<file path="config.mk">
export PLATFORM = sky130hd
export DESIGN_NAME = parking_sensor_pulse_decoder
export DESIGN_NICKNAME = d
export VERILOG_FILES = /design/src/rtl/ppd_pkg.sv /design/src/rtl/ppd_front.sv /design/src/rtl/ppd_queue.sv /design/src/rtl/ppd_back.sv /design/src/rtl/parking_sensor_pulse_decoder.sv
export SDC_FILE = /design/constraint.sdc
export NUM_CORES = 1
export LEC_CHECK = 0
export BUFFER_PORTS_ARGS = -buffer_cell sky130_fd_sc_hd__buf_2
export CAP_MARGIN = 20
export CORE_MARGIN = 1.5
export CORE_UTILIZATION = 53
export CTS_BUF_LIST = sky130_fd_sc_hd__clkbuf_16
export CTS_CLUSTER_DIAMETER = 150
export DETAILED_ROUTE_END_ITERATION = 10
export PLACE_DENSITY = 0.76
export SYNTH_ARGS = -nofsm -noshare
export SYNTH_HDL_FRONTEND = slang
export SYNTH_SLANG_ARGS = --single-unit
</file>
<file path="constraint.sdc">
create_clock -name aclk -period 3.45 [get_ports aclk]
set_input_delay 0.5175 -clock aclk [delete_from_list [all_inputs] [get_ports aclk]]
set_output_delay 0.5175 -clock aclk [all_outputs]
set_load 0.005 [all_outputs]
</file>
<file path="src/rtl/ppd_pkg.sv">
// Shared types, constants and helpers for the parking sensor pulse decoder.
`default_nettype none
package ppd_pkg;

    // Pulse width windows in timer ticks
    localparam int unsigned WIDTH_W  = 27;
    localparam logic [WIDTH_W-1:0] ZERO_MIN = 27'd36000;
    localparam logic [WIDTH_W-1:0] ZERO_MAX = 27'd156000;
    localparam logic [WIDTH_W-1:0] ONE_MIN  = 27'd160000;
    localparam logic [WIDTH_W-1:0] ONE_MAX  = 27'd800000;

    // Packet word layout
    localparam int unsigned PACKET_BITS = 24;
    localparam int unsigned COUNT_W     = 5;
    localparam logic [3:0]  ID_MASK     = 4'hf;
    localparam logic [7:0]  VAL_MASK    = 8'hff;

    // Head slot table
    localparam int unsigned NUM_SLOTS  = 4;
    localparam int unsigned SLOT_W     = 2;
    localparam int unsigned USED_W     = 3;
    localparam logic [7:0]  BUZZER_BIAS = 8'd240;

    // Configuration register indexes
    localparam int unsigned CFG_IDX_W = 3;
    localparam logic [CFG_IDX_W-1:0] REG_LINE_ID     = 3'd0;
    localparam logic [CFG_IDX_W-1:0] REG_SHIFT_SLOT0 = 3'd1;
    localparam logic [CFG_IDX_W-1:0] REG_SHIFT_SLOT1 = 3'd2;
    localparam logic [CFG_IDX_W-1:0] REG_SHIFT_SLOT2 = 3'd3;
    localparam logic [CFG_IDX_W-1:0] REG_SHIFT_SLOT3 = 3'd4;

    // Result status codes
    localparam logic [1:0] STATUS_OK         = 2'd0;
    localparam logic [1:0] STATUS_CHECK_FAIL = 2'd1;
    localparam logic [1:0] STATUS_TABLE_FULL = 2'd2;

    // Configuration as seen by the back end
    typedef struct packed {
        logic [3:0]                  line_id;
        logic [NUM_SLOTS-1:0][7:0]   shift;
    } ppd_cfg_t;

    // Queue status toward the producer and consumer
    typedef struct packed {
        logic full;
        logic empty;
    } ppd_q_stat_t;

    // Back end sequencer states
    typedef enum logic [1:0] {
        BK_IDLE,
        BK_SEARCH,
        BK_FINISH
    } ppd_bk_state_t;

    function automatic logic [3:0] rev4(input logic [3:0] v);
        logic [3:0] r;
        for (int i = 0; i < 4; i++) r[i] = v[3-i];
        return r;
    endfunction

    function automatic logic [7:0] rev8(input logic [7:0] v);
        logic [7:0] r;
        for (int i = 0; i < 8; i++) r[i] = v[7-i];
        return r;
    endfunction

endpackage
`default_nettype wire

</file>
<file path="src/rtl/ppd_front.sv">
// Front end: classify pulse pairs and collect bits into 24-bit packet words.
`default_nettype none
module ppd_front (
    input  wire logic        aclk,
    input  wire logic        aresetn,
    input  wire logic        in_accept,
    input  wire logic [26:0] low_width,
    input  wire logic [26:0] high_width,
    output logic             pkt_push,
    output logic [23:0]      pkt_word
);

    logic [ppd_pkg::COUNT_W-1:0]     bit_count_reg, bit_count_next;
    logic [ppd_pkg::PACKET_BITS-1:0] packet_bits_reg, packet_bits_next;
    logic is_zero, is_one, last_bit;
    logic [ppd_pkg::PACKET_BITS-1:0] word_with_bit;

    // Classify the pair against both windows
    always_comb begin
        is_zero = (low_width >= ppd_pkg::ZERO_MIN) && (low_width <= ppd_pkg::ZERO_MAX) &&
                  (high_width >= ppd_pkg::ZERO_MIN) && (high_width <= ppd_pkg::ZERO_MAX);
        is_one  = (low_width >= ppd_pkg::ONE_MIN) && (low_width <= ppd_pkg::ONE_MAX) &&
                  (high_width >= ppd_pkg::ONE_MIN) && (high_width <= ppd_pkg::ONE_MAX);
    end

    // Insert the new bit and detect the end of a packet
    always_comb begin
        word_with_bit = packet_bits_reg;
        if (is_one) word_with_bit[bit_count_reg] = 1'b1;
        last_bit = (bit_count_reg == ppd_pkg::COUNT_W'(ppd_pkg::PACKET_BITS - 1));
        pkt_word = word_with_bit;
        pkt_push = in_accept && (is_zero || is_one) && last_bit;

        bit_count_next   = bit_count_reg;
        packet_bits_next = packet_bits_reg;
        if (in_accept) begin
            if (!(is_zero || is_one) || last_bit) begin
                bit_count_next   = '0;
                packet_bits_next = '0;
            end else begin
                bit_count_next   = bit_count_reg + 1'b1;
                packet_bits_next = word_with_bit;
            end
        end
    end

    always_ff @(posedge aclk) begin
        if (!aresetn) begin
            bit_count_reg   <= '0;
            packet_bits_reg <= '0;
        end else begin
            bit_count_reg   <= bit_count_next;
            packet_bits_reg <= packet_bits_next;
        end
    end

endmodule
`default_nettype wire

</file>
<file path="src/rtl/ppd_queue.sv">
// Two-entry queue of packet words between front and back ends.
`default_nettype none
module ppd_queue (
    input  wire logic           aclk,
    input  wire logic           aresetn,
    input  wire logic           push,
    input  wire logic [23:0]    din,
    input  wire logic           pop,
    output logic [23:0]         dout,
    output ppd_pkg::ppd_q_stat_t stat
);

    logic [1:0][23:0] mem_reg;
    logic             wr_ptr_reg, wr_ptr_next;
    logic             rd_ptr_reg, rd_ptr_next;
    logic [1:0]       count_reg, count_next;
    logic             do_push, do_pop;

    // Report fill state and present the head entry
    always_comb begin
        stat.full  = (count_reg == 2'd2);
        stat.empty = (count_reg == 2'd0);
        dout       = mem_reg[rd_ptr_reg];
        do_push    = push && !stat.full;
        do_pop     = pop && !stat.empty;
        wr_ptr_next = wr_ptr_reg ^ do_push;
        rd_ptr_next = rd_ptr_reg ^ do_pop;
        count_next  = count_reg + {1'b0, do_push} - {1'b0, do_pop};
    end

    // Write storage
    always_ff @(posedge aclk) begin
        if (do_push) mem_reg[wr_ptr_reg] <= din;
    end

    always_ff @(posedge aclk) begin
        if (!aresetn) begin
            wr_ptr_reg <= 1'b0;
            rd_ptr_reg <= 1'b0;
            count_reg  <= 2'd0;
        end else begin
            wr_ptr_reg <= wr_ptr_next;
            rd_ptr_reg <= rd_ptr_next;
            count_reg  <= count_next;
        end
    end

endmodule
`default_nettype wire

</file>
<file path="src/rtl/ppd_back.sv">
// Back end: check packet words, search head slots and build results.
`default_nettype none
module ppd_back (
    input  wire logic             aclk,
    input  wire logic             aresetn,
    input  wire ppd_pkg::ppd_cfg_t cfg,
    input  wire logic             q_empty,
    input  wire logic [23:0]      q_word,
    output logic                  q_pop,
    output logic                  m_tvalid,
    input  wire logic             m_tready,
    output logic [23:0]           m_tdata,
    output logic [1:0]            m_tuser
);

    ppd_pkg::ppd_bk_state_t state_reg, state_next;

    logic [23:0]               word_reg;
    logic [ppd_pkg::USED_W-1:0] idx_reg, idx_next;
    logic [ppd_pkg::USED_W-1:0] used_reg, used_next;
    logic [ppd_pkg::NUM_SLOTS-1:0][3:0] slot_head_reg;
    logic [ppd_pkg::NUM_SLOTS-1:0][7:0] slot_buzzer_reg;

    logic                       out_valid_reg, out_valid_next;
    logic [1:0]                 out_status_reg;
    logic [3:0]                 out_head_reg;
    logic [ppd_pkg::SLOT_W-1:0] out_slot_reg;
    logic                       out_new_reg;
    logic [7:0]                 out_buzzer_reg;
    logic [7:0]                 out_dist_reg;

    logic [3:0] id, inv_id, head;
    logic [7:0] val, inv_val, rev_val, shift_sel, new_buzzer;
    logic       check_ok, at_end, hit, found, table_full, out_free, load_out, slot_write;
    logic [ppd_pkg::SLOT_W-1:0] slot;

    // Decode the held packet word
    always_comb begin
        id       = word_reg[3:0];
        inv_id   = word_reg[7:4];
        val      = word_reg[15:8];
        inv_val  = word_reg[23:16];
        check_ok = ((id ^ inv_id) == ppd_pkg::ID_MASK) && ((val ^ inv_val) == ppd_pkg::VAL_MASK);
        head     = ppd_pkg::rev4(inv_id);
        rev_val  = ppd_pkg::rev8(val);
        slot     = idx_reg[ppd_pkg::SLOT_W-1:0];
        at_end   = (idx_reg == used_reg);
        hit      = (slot_head_reg[slot] == head);
        found    = (idx_reg < used_reg);
        table_full = !found && (used_reg == ppd_pkg::USED_W'(ppd_pkg::NUM_SLOTS));
        shift_sel  = cfg.shift[slot];
        new_buzzer = {cfg.line_id, 2'b00} + ppd_pkg::BUZZER_BIAS + {4'b0000, head};
        out_free   = !out_valid_reg || m_tready;
    end

    // Next state
    always_comb begin
        state_next = state_reg;
        unique case (state_reg)
            ppd_pkg::BK_IDLE: begin
                if (!q_empty) state_next = ppd_pkg::BK_SEARCH;
            end
            ppd_pkg::BK_SEARCH: begin
                if (!check_ok || at_end || hit) state_next = ppd_pkg::BK_FINISH;
            end
            ppd_pkg::BK_FINISH: begin
                if (out_free) state_next = ppd_pkg::BK_IDLE;
            end
            default: state_next = ppd_pkg::BK_IDLE;
        endcase
    end

    // Sequencer outputs
    always_comb begin
        q_pop      = 1'b0;
        load_out   = 1'b0;
        slot_write = 1'b0;
        idx_next   = idx_reg;
        unique case (state_reg)
            ppd_pkg::BK_IDLE: begin
                q_pop    = !q_empty;
                idx_next = '0;
            end
            ppd_pkg::BK_SEARCH: begin
                if (check_ok && !at_end && !hit) idx_next = idx_reg + 1'b1;
            end
            ppd_pkg::BK_FINISH: begin
                load_out   = out_free;
                slot_write = out_free && check_ok && !found && !table_full;
            end
            default: ;
        endcase
        used_next      = slot_write ? used_reg + 1'b1 : used_reg;
        out_valid_next = load_out ? 1'b1 : (m_tready ? 1'b0 : out_valid_reg);
    end

    // Hold the popped word and the result fields
    always_ff @(posedge aclk) begin
        if (q_pop) word_reg <= q_word;
        if (slot_write) begin
            slot_head_reg[slot]   <= head;
            slot_buzzer_reg[slot] <= new_buzzer;
        end
        if (load_out) begin
            if (!check_ok) begin
                out_status_reg <= ppd_pkg::STATUS_CHECK_FAIL;
                out_head_reg   <= '0;
                out_slot_reg   <= '0;
                out_new_reg    <= 1'b0;
                out_buzzer_reg <= '0;
                out_dist_reg   <= '0;
            end else if (table_full) begin
                out_status_reg <= ppd_pkg::STATUS_TABLE_FULL;
                out_head_reg   <= head;
                out_slot_reg   <= '0;
                out_new_reg    <= 1'b0;
                out_buzzer_reg <= '0;
                out_dist_reg   <= '0;
            end else begin
                out_status_reg <= ppd_pkg::STATUS_OK;
                out_head_reg   <= head;
                out_slot_reg   <= slot;
                out_new_reg    <= !found;
                out_buzzer_reg <= found ? slot_buzzer_reg[slot] : new_buzzer;
                out_dist_reg   <= (rev_val < shift_sel) ? 8'd0 : rev_val - shift_sel;
            end
        end
    end

    // Control state and slot table reset
    always_ff @(posedge aclk) begin
        if (!aresetn) begin
            state_reg     <= ppd_pkg::BK_IDLE;
            idx_reg       <= '0;
            used_reg      <= '0;
            out_valid_reg <= 1'b0;
        end else begin
            state_reg     <= state_next;
            idx_reg       <= idx_next;
            used_reg      <= used_next;
            out_valid_reg <= out_valid_next;
        end
    end

    assign m_tvalid = out_valid_reg;
    assign m_tuser  = out_status_reg;
    assign m_tdata  = {1'b0, out_dist_reg, out_buzzer_reg, out_new_reg, out_slot_reg,
                       out_head_reg};

endmodule
`default_nettype wire

</file>
<file path="src/rtl/parking_sensor_pulse_decoder.sv">
// Top level of the parking sensor pulse decoder: config registers and the front/back split.
//
//  Channel  Dir  Beat contents
//  s_       in   tdata: low_width[26:0], high_width[53:27], zero pad [55:54]
//  m_       out  tuser: status[1:0]; tdata: head_number[3:0], slot_index[5:4],
//                new_head[6], buzzer_number[14:7], distance[22:15], zero pad [23]
//  cfg_     in   cfg_index selects line_id(0) or shift_slot0..3(1..4), cfg_data
//
// The front end takes one pulse pair per cycle while the packet queue has room.
// Each packet then passes through the back end in order: a pop, a slot search of
// one slot per cycle over the used slots, and a result load into the output register.
// A stalled result output holds the back end; the two-entry queue keeps pairs flowing.
// aresetn is synchronous, active low, and clears the collector, slot table and config.
`default_nettype none
module parking_sensor_pulse_decoder (
    input  wire logic        aclk,
    input  wire logic        aresetn,
    input  wire logic        s_tvalid,
    output logic             s_tready,
    input  wire logic [55:0] s_tdata,   // low_width[26:0], high_width[53:27]
    output logic             m_tvalid,
    input  wire logic        m_tready,
    output logic [23:0]      m_tdata,   // head, slot, new_head, buzzer, distance
    output logic [1:0]       m_tuser,   // status[1:0]
    input  wire logic        cfg_valid,
    output logic             cfg_ready,
    input  wire logic [2:0]  cfg_index,
    input  wire logic [7:0]  cfg_data
);

    ppd_pkg::ppd_cfg_t    cfg_reg, cfg_next;
    ppd_pkg::ppd_q_stat_t q_stat;
    logic        in_accept, pkt_push, q_pop;
    logic [23:0] pkt_word, q_word;

    assign cfg_ready = 1'b1;
    assign s_tready  = !q_stat.full;
    assign in_accept = s_tvalid && s_tready;

    // Decode configuration writes
    always_comb begin
        cfg_next = cfg_reg;
        if (cfg_valid) begin
            unique case (cfg_index)
                ppd_pkg::REG_LINE_ID:     cfg_next.line_id  = cfg_data[3:0];
                ppd_pkg::REG_SHIFT_SLOT0: cfg_next.shift[0] = cfg_data;
                ppd_pkg::REG_SHIFT_SLOT1: cfg_next.shift[1] = cfg_data;
                ppd_pkg::REG_SHIFT_SLOT2: cfg_next.shift[2] = cfg_data;
                ppd_pkg::REG_SHIFT_SLOT3: cfg_next.shift[3] = cfg_data;
                default: ;
            endcase
        end
    end

    always_ff @(posedge aclk) begin
        if (!aresetn) cfg_reg <= '0;
        else          cfg_reg <= cfg_next;
    end

    ppd_front u_front (
        .aclk       (aclk),
        .aresetn    (aresetn),
        .in_accept  (in_accept),
        .low_width  (s_tdata[26:0]),
        .high_width (s_tdata[53:27]),
        .pkt_push   (pkt_push),
        .pkt_word   (pkt_word)
    );

    ppd_queue u_queue (
        .aclk    (aclk),
        .aresetn (aresetn),
        .push    (pkt_push),
        .din     (pkt_word),
        .pop     (q_pop),
        .dout    (q_word),
        .stat    (q_stat)
    );

    ppd_back u_back (
        .aclk     (aclk),
        .aresetn  (aresetn),
        .cfg      (cfg_reg),
        .q_empty  (q_stat.empty),
        .q_word   (q_word),
        .q_pop    (q_pop),
        .m_tvalid (m_tvalid),
        .m_tready (m_tready),
        .m_tdata  (m_tdata),
        .m_tuser  (m_tuser)
    );

endmodule
`default_nettype wire
</file>
=== Word level (Yosys, flattened, before mapping) ===
Index checks and enable logic that the tools add are counted.

* Register bits after elaboration: 223

* Add/subtract/negate cells: 8
* $lt $le $gt $ge: 17
* Equality and inequality tests: 17
* Muxes and demuxes: 35
* Bitwise operators: 6
* Reductions and logical operators: 49

{| class="wikitable"
|+ Operators with widths
! cell !! number
|-
| $mux 24 || 5
|-
| $ge 27x16->1 const B || 2
|-
| $ge 27x18->1 const B || 2
|-
| $le 27x18->1 const B || 2
|-
| $le 27x20->1 const B || 2
|-
| $bwmux 48 || 1
|-
| $bmux 8 s2 || 2
|-
| $bwmux 32 || 1
|-
| $mux 8 || 4
|-
| $demux 24 s1 || 1
|-
| $or 24x24->24 || 1
|-
| $logic_and 1x1->1 || 21
|-
| $bwmux 16 || 1
|-
| $demux 8 s2 || 1
|-
| $reduce_and 2->1 || 6
|-
| $logic_not 1->1 || 9
|-
| $add 7x5->8 const B || 1
|-
| $add 8x4->8 || 1
|-
| $bmux 4 s2 || 1
|-
| $demux 4 s2 || 1
|-
| $eq 8x8->1 const B || 1
|-
| $lt 8x8->1 || 1
|-
| $mux 2 || 4
|-
| $mux 4 || 2
|-
| 40 further kinds || 59
|}

=== Depth between registers and ports, before layout ===
Gate-level depths: netlist of the first run.

* Word-level depth: 10
* Depth in mapped cells: 13
* Depth with buffers taken out: 10

=== Modules after synthesis ===
From an unflattened synthesis of the first run, not the netlist that was laid out.

* Cells, all modules: 760
* Area total of the unflattened synthesis: 9803.2 um^2

{| class="wikitable"
|+ By module, submodules not included
! module !! instances !! cells an instance !! area an instance (um^2) !! sequential area each (um^2)
|-
| ppd_back || 1 || 291 || 4496.8 || 2852.7
|-
| ppd_queue || 1 || 98 || 2050.7 || 1521.5
|-
| ppd_front || 1 || 237 || 1866.8 || 580.6
|-
| parking_sensor_pulse_decoder || 1 || 134 || 1388.8 || 720.7
|}

=== Worst setup path after synthesis of the first run ===
Ideal clock, no wire load.

* Path type: register -> register
* Start: register u_back.idx_reg[0] (netlist name)
* End: register u_back.out_dist_reg[2], data pin
* Library setup time: 0.158 ns
* Arrival: 3.326 ns
* Data required time: 3.292 ns
* Slack: -0.034 ns
* Stages on the path, launching flop included: 13
* Buffers on the path: 2
* Period minus slack after synthesis: 3.484 ns
* Cells stage by stage: dfxtp_1 buf_2 buf_1 mux4_2 ha_1 fa_1 nor2b_1 o21ai_0 a21boi_0 o21ai_0 a21oi_1 o21bai_1 nor3_1

* Longest elaborated chain between the ends: 4
* Elaborated cells on any way between the ends: 8

{| class="wikitable"
|+ RTL lines
! element !! RTL line !! RTL
|-
| from (decl) || ppd_back.sv:19 || <nowiki>logic [ppd_pkg::USED_W-1:0] idx_reg, idx_next;</nowiki>
|-
| from (signal assigned) || ppd_back.sv:139 || <nowiki>idx_reg <= idx_next;</nowiki>
|-
| $bmux 8 s2 / $lt 3x3->1 (equally long branches) || ppd_back.sv:51, ppd_back.sv:49 ||
|-
| $mux 8 (implied by the code) / $logic_not 1->1 (equally long branches) || ppd_back.sv:51, ppd_back.sv:50 ||
|-
| $lt 8x8->1 / $logic_and 1x1->1 (equally long branches) || ppd_back.sv:125, ppd_back.sv:50 ||
|-
| $reduce_or 3->1 (no line) || - ||
|-
| to (signal assigned) || ppd_back.sv:125 || <nowiki>out_dist_reg <= (rev_val < shift_sel) ? 8'd0 : rev_val - shift_sel;</nowiki>
|-
| to (decl) || ppd_back.sv:30 || <nowiki>logic [7:0] out_dist_reg;</nowiki>
|}

Several ways; a longest one is shown, not always the timed one. The select of a mux whose other input is x is not followed.
A chain may end at the register's enable or synchronous reset.

=== Worst setup path in the final report of the first run ===
* Start: register u_back.idx_reg[0] (netlist name)
* End: register u_back.out_dist_reg[4], data pin

Same word-level chain as after synthesis.

==> results of run 1 <==
## through the flow
| stage | util, % | hold slack, ns | instances | cell area, sq um | setup WS (ns) |
|---|---|---|---|---|---|
| 4_1_cts | 62.06 | 0.2861 | 1129 | 11150 | 0.2766 |
| 2_1_floorplan | - | 0.4402 | 786 | 9687 | 0.1934 |
| 3_5_place_dp | 58.03 | 0.4582 | 1088 | 10420 | 0.2064 |
| 5_1_grt | 62.15 | 0.3191 | 1130 | 11160 | 0.1314 |
| 3_3_place_gp | 58.03 | 0.4483 | 1088 | 10420 | 0.2378 |
| 6_report | 62.15 | 0.2998 | 1130 | 11160 | 0.4252 |
## worst max path at each step
stage                                         startpoint                                   end  slack (ns)  depth (start not counted)
after global routing      u_back.idx_reg[0]$_SDFFE_PN0P_  u_back.out_dist_reg[4]$_SDFFCE_PP0P_        0.13                         10
after global placement                       s_tdata[28]         u_queue.mem_reg[10]$_DFFE_PP_        0.24                          9
after CTS                 u_back.idx_reg[0]$_SDFFE_PN0P_  u_back.out_dist_reg[4]$_SDFFCE_PP0P_        0.28                         10
after floorplan           u_back.idx_reg[0]$_SDFFE_PN0P_  u_back.out_dist_reg[2]$_SDFFCE_PP0P_        0.19                         12
final                     u_back.idx_reg[0]$_SDFFE_PN0P_  u_back.out_dist_reg[4]$_SDFFCE_PP0P_        0.43                         10
after detailed placement                     s_tdata[28]         u_queue.mem_reg[18]$_DFFE_PP_        0.21                          9
## cell type report
type                    instances  area share, %
clock buffers                  23          5.155
clock inverters                18          1.334
inverters                      29         0.9750
multi-input cells             504          33.45
flip-flops and latches        215          50.85
well taps                     229          2.566
repair buffers                112          5.671
## routing by layer
metal	global-route usage (%)	vias up	part of all wire [%]
li1	-	3054	-
met1	24.66	3030	42
met2	34.88	160	51
met3	2.910	34	4.5
met4	5.651	0	2.0
met5	0	-	0
## synthesized netlist by cell type (all sizes together), types with 3 or more instances
| cell type | instances |
|---|---|
| a21boi | 28 |
| a21oi | 11 |
| a31oi | 3 |
| and2 | 19 |
| and3 | 7 |
| and4 | 4 |
| buf | 11 |
| clkbuf | 27 |
| dfxtp | 78 |
| edfxtp | 137 |
| ha | 27 |
| inv | 29 |
| mux2 | 24 |
| mux2i | 15 |
| mux4 | 18 |
| nand2 | 84 |
| nand2b | 8 |
| nand3 | 10 |
| nand4 | 5 |
| nor2 | 56 |
| nor2b | 22 |
| nor3 | 13 |
| nor3b | 3 |
| nor4 | 11 |
| o211a | 23 |
| o21ai | 14 |
| o21bai | 25 |
| o31ai | 3 |
| or2 | 3 |
| or3 | 3 |
| or4 | 3 |
| xnor2 | 27 |
| xor2 | 3 |
## cell families after synthesis
group                    synth area share (%)
AO/OA/AOI/OAI                           9.882
other                                 0.07754
AND/OR/NAND/NOR                         13.46
adder cells (fa/ha/maj)                 3.901
multiplexers                            8.526
flip-flops                              58.60
XOR/XNOR                                2.713
buffers and inverters                   2.842
## where the power goes
group / internal [W] / switching, W
clock network: 0.00142 / 0.000928
registers: 0.00272 / 0.00000523
logic: 0.0000731 / 0.0000997
## repair_timing
item                       CTS  global route
hold buffers                 0             0
gates resized for setup      0             1
buffers inserted             0             0
setup endpoints to repair    0             1
## critical path, delay by kind of cell (launching register included)
family	cells	cell delay (ns)
compound gates	5	0.86
fa+ha+maj	2	0.63
flops	1	0.45
mux	1	0.54
simple gates	2	0.39
==> out/results.txt, run 1 <==
DRT iter0 DRCs -> 278
Std-Cell Rows -> 49
Crit path required time -> 3.79 ns
Clock Sinks -> 215
Global route overflow -> 0
Area occupied by multi-input gates -> 0.003735 sq mm
Io pins -> 101
Outcome -> complete, no violations
Max-slew violation count -> 0
Crit path capture type -> register
Most frequent CP cell -> o21ai_0
Worst Clk Skew -> 0.01344 ns
Later-pin clock latency in the skew report -> 0.50 ns
Leading area contributor after synthesis -> edfxtp_1
Total CTS buffers -> 23
Async set-reset flop share out of synthesis -> 0%
Pin count of the biggest net entering global routing -> 44
H-tree Lvls -> 1
Synth top area share -> 42.48%
Fill cells -> 1401
GP Congestion -> 0.7854
Nets -> 986
Max incr delay on CP -> 0.54 ns
FF/Latch Area -> 0.005677 sq mm
Number of flip-flops under the largest register name -> 48
Hold Path Sink -> cfg_reg[5]$_SDFFE_PN0P_
Top post-synthesis cells by area -> edfxtp_1 (42%), dfxtp_1 (16%), mux4_2 (4.2%), ha_1 (3.5%), nand2_1 (3.3%)
Via density -> 5.556
Synthesized area -> 0.009686 sq mm
Seq/Total Area, Yosys -> 58.60%
VDD IR max -> 0.0004316 V
Fin crit period -> 3.025 ns
Critical path startpoint category -> register
Net Count, Synth -> 887
Worst-path maximum fanout -> 8
Clock transition at path regs -> 0.06 ns
Chip height -> 138.2 um
Critical R2R Launch -> u_back.idx_reg[0]$_SDFFE_PN0P_
Antenna-violating nets left -> 0
Hold path start -> cfg_data[5]
Routed len/inst -> 16.52 um
Hold Crit Depth -> 3
Tot Pwr -> 0.005248 W
Synthesized flop and latch total -> 215
FF-to-FF End -> u_back.out_dist_reg[4]$_SDFFCE_PP0P_
Max Clk Rate -> 330.6 MHz
Fin. Hold Viols -> 0
Leak -> 4.172 nW
Syn avg cell area -> 12.32 sq um
Post-synth EDFFs -> 137
Most frequent cells in the layout -> edfxtp_1 (137), buf_2 (96), nand2_1 (84), dfxtp_1 (77), nor2_1 (56)
Commonest non-fill, non-tap cell in the layout -> edfxtp_1
Max-cap violations -> 0
Post-Route WL -> 18660 um
Vias in the first global route -> 6227
First-pass GRT wire length -> 30660 um
Worst reg2reg path depth -> 10
Worst EP arrival -> 3.37 ns
Initial antenna violation count -> 0
Max transition margin -> 39.43%
GRT Total Usage -> 19.51%
Via Count -> 6278
Yosys Warn Count -> 0
Power per cell area -> 470.1 mW/mm^2
Max stage delay cell, worst path -> mux4_2
Die area -> 0.01910 sq mm
I/O Buffers -> 96
P&R area growth vs syn -> 15.27%
DRC viols -> 0
CTS max path bufs -> 3
CTS tree -> built
Hold WC Path Type -> in -> reg
RSZ-0062 raised after global routing -> no
Share of layout cells above drive strength 1 -> 21.31%
Setup CP Type -> reg -> reg
Setup Viol. Count Final -> 0
Clk Tree Root Cell -> clkbuf_16
Die width -> 138.2 um
Top_reg_cell synth -> edfxtp_1
Setup TNS -> 0 ns
Crit-path cells -> mux4_2 > ha_1 > fa_1 > nor2b_1 > o21ai_0 > a21boi_0 > o21ai_0 > a21oi_1 > o21bai_1 > nor3_1
Post-synthesis cell type count -> 59
Drt pass-1 iters -> 5
Starting Density -> 53.92%
Core area -> 0.01796 sq mm
# diodes -> 0
Worst Tran Pin Value -> 0.9065 ns
Final period util -> 87.67%
Register-to-register setup slack -> 0.43 ns
Syn Inst Count -> 786
DP Wirelength -> 12670 um
Note: power is estimated with default switching activity, not from simulation.
==> run 2: changes to the inputs <==
==> constraint.sdc (replaced) <==
create_clock -name aclk -period 3.45 [get_ports aclk]
set_input_delay 0.69 -clock aclk [delete_from_list [all_inputs] [get_ports aclk]]
set_output_delay 0.69 -clock aclk [all_outputs]
set_load 0.005 [all_outputs]
==> run 2 against run 1 <==
Via count hardly changed. Utilization is 0.091 points higher. Combinational power hardly changed. Critical endpoint unchanged.
==> out/results.txt, run 2 (synthesis gave the netlist of run 1 again) <==
Worst Tran Pin Value -> 0.8932 ns
P&R area growth vs syn -> 15.44%
RSZ-0062 raised after global routing -> no
Power per cell area -> 461.9 mW/mm^2
VDD IR max -> 0.0004649 V
Post-CTS setup repair buffer count -> 0
Max Clk Rate -> 318.5 MHz
Critical R2R Launch -> u_back.idx_reg[0]$_SDFFE_PN0P_
Tot Pwr -> 0.005164 W
DP Wirelength -> 12560 um
Max transition margin -> 40.32%
Clock transition at path regs -> 0.06 ns
Post-Layout Inst Area -> 0.01118 sq mm
Critical path startpoint category -> register
Later-pin clock latency in the skew report -> 0.49 ns
Nets -> 987
First-pass GRT wire length -> 29820 um
Area occupied by multi-input gates -> 0.003735 sq mm
Total CTS buffers -> 22
Worst EP arrival -> 3.47 ns
Max stage delay cell, worst path -> mux4_2
Drt pass-1 iters -> 4
Outcome -> complete, no violations
Sw Share -> 19.75%
Setup CP Type -> reg -> reg
Worst Clk Skew -> 0.007678 ns
Io pins -> 101
Reg power frac -> 52.7%
Final core utilization -> 62.24%
GRT Total Usage -> 18.97%
Via density -> 5.556
DRC viols -> 0
Clock share of power -> 43.9%
Hold path start -> cfg_reg[23]$_SDFFE_PN0P_
CTS max path bufs -> 3
Die area -> 0.01910 sq mm
Most frequent cells in the layout -> edfxtp_1 (137), buf_2 (96), nand2_1 (84), dfxtp_1 (78), nor2_1 (56)
Worst hold margin -> 0.4626 ns
Setup Viol. Count Final -> 0
H-tree Lvls -> 1
Crit path capture type -> register
Starting Density -> 53.92%
Worst reg2reg path depth -> 10
Clock Sinks -> 215
Register-to-register setup slack -> 0.31 ns
Clk Tree Root Cell -> clkbuf_16
Crit path required time -> 3.78 ns
Most frequent CP cell -> o21ai_0
Via Count -> 6284
Fin. Hold Viols -> 0
Share of layout cells above drive strength 1 -> 21.62%
FF-to-FF End -> u_back.out_dist_reg[4]$_SDFFCE_PP0P_
Initial antenna violation count -> 0
Fill cells -> 1356
Max-slew violation count -> 0
Net switching power -> 0.001020 W
Fin crit period -> 3.140 ns
Die width -> 138.2 um
Commonest non-fill, non-tap cell in the layout -> edfxtp_1
Hold Path Sink -> cfg_reg[23]$_SDFFE_PN0P_
Leak -> 4.165 nW
Antenna-violating nets left -> 0
FF/Latch Area -> 0.005675 sq mm
Pin count of the biggest net entering global routing -> 79
Core area -> 0.01796 sq mm
Max incr delay on CP -> 0.56 ns
DRT iter0 DRCs -> 310
Final period util -> 91.02%
Number of flip-flops under the largest register name -> 48
Std-Cell Rows -> 49
Hold Crit Depth -> 2
Crit-path cells -> mux4_2 > ha_1 > fa_1 > nor2b_1 > o21ai_0 > a21boi_0 > o21ai_0 > a21oi_1 > o21bai_1 > nor3_1
Placement Cell Area -> 0.01045 sq mm
Post-Route WL -> 18220 um
Vias in the first global route -> 6215
Internal power -> 0.004144 W
GP Congestion -> 0.7780
I/O Buffers -> 96
Global route overflow -> 0
Count of hold-fix buffers inserted at cts -> 0
Max-cap violations -> 0
Resized cells post-CTS -> 0
Routed len/inst -> 16.11 um
Setup TNS -> 0 ns
# diodes -> 0
Worst-path maximum fanout -> 8
Chip height -> 138.2 um
CTS tree -> built
Hold WC Path Type -> reg -> reg
Combinational share of power -> 3.3%
run 2: power groups by stage:
| stage | combinational [W] | sequential [W] | clock (W) |
|---|---|---|---|
| 4_1_cts | 0.000173 | 0.00272 | 0.00231 |
| 3_5_place_dp | 0.000172 | 0.00278 | 0 |
| 2_1_floorplan | 0.0000928 | 0.00278 | 0 |
| 3_3_place_gp | 0.000170 | 0.00278 | 0 |
| 6_report | 0.000173 | 0.00272 | 0.00227 |
| 5_1_grt | 0.000192 | 0.00272 | 0.00240 |
run 2: how the worst max path moves through the flow:
stage | start | depth (start not counted) | slack (ns) | to
finish | u_back.idx_reg[0]$_SDFFE_PN0P_ | 10 | 0.31 | u_back.out_dist_reg[4]$_SDFFCE_PP0P_
global route | u_back.idx_reg[0]$_SDFFE_PN0P_ | 10 | 0.04 | u_back.out_dist_reg[0]$_SDFFCE_PP0P_
CTS | u_back.idx_reg[0]$_SDFFE_PN0P_ | 10 | 0.34 | u_back.out_dist_reg[0]$_SDFFCE_PP0P_
detailed placement | s_tdata[28] | 9 | 0.1 | u_queue.mem_reg[8]$_DFFE_PP_
global placement | s_tdata[28] | 9 | 0.14 | u_queue.mem_reg[8]$_DFFE_PP_
floorplan | s_tdata[28] | 7 | 0.04 | u_queue.mem_reg[24]$_DFFE_PP_
run 2: area by class of cell:
type	count	share of cell area (%)
flip-flops and latches	215	50.76
well taps	229	2.563
multi-input cells	504	33.40
inverters	29	0.9736
repair buffers	114	6.021
clock inverters	17	1.130
clock buffers	23	5.148
run 2: worst max-delay path, delay by kind of cell, from the launching register on:
kind | cells | cell delay (ns)
AO/OA/AOI/OAI | 5 | 0.94
adder cells (fa/ha/maj) | 2 | 0.62
flip-flops | 1 | 0.46
multiplexers | 1 | 0.56
AND/OR/NAND/NOR | 2 | 0.40
run 2: per-layer routing:
layer	global-route usage [%]	routed length, um
met1	24.28	7820
met2	33.70	9263
met3	2.736	843
met4	5.319	294
met5	0	0
run 2: metrics by stage:
step / setup slack [ns] / std cells
after floorplan: 0.03996 / 786
after global placement: 0.1422 / 1090
after detailed placement: 0.09963 / 1090
after CTS: 0.3354 / 1130
after global routing: 0.04149 / 1131
final: 0.3100 / 1131
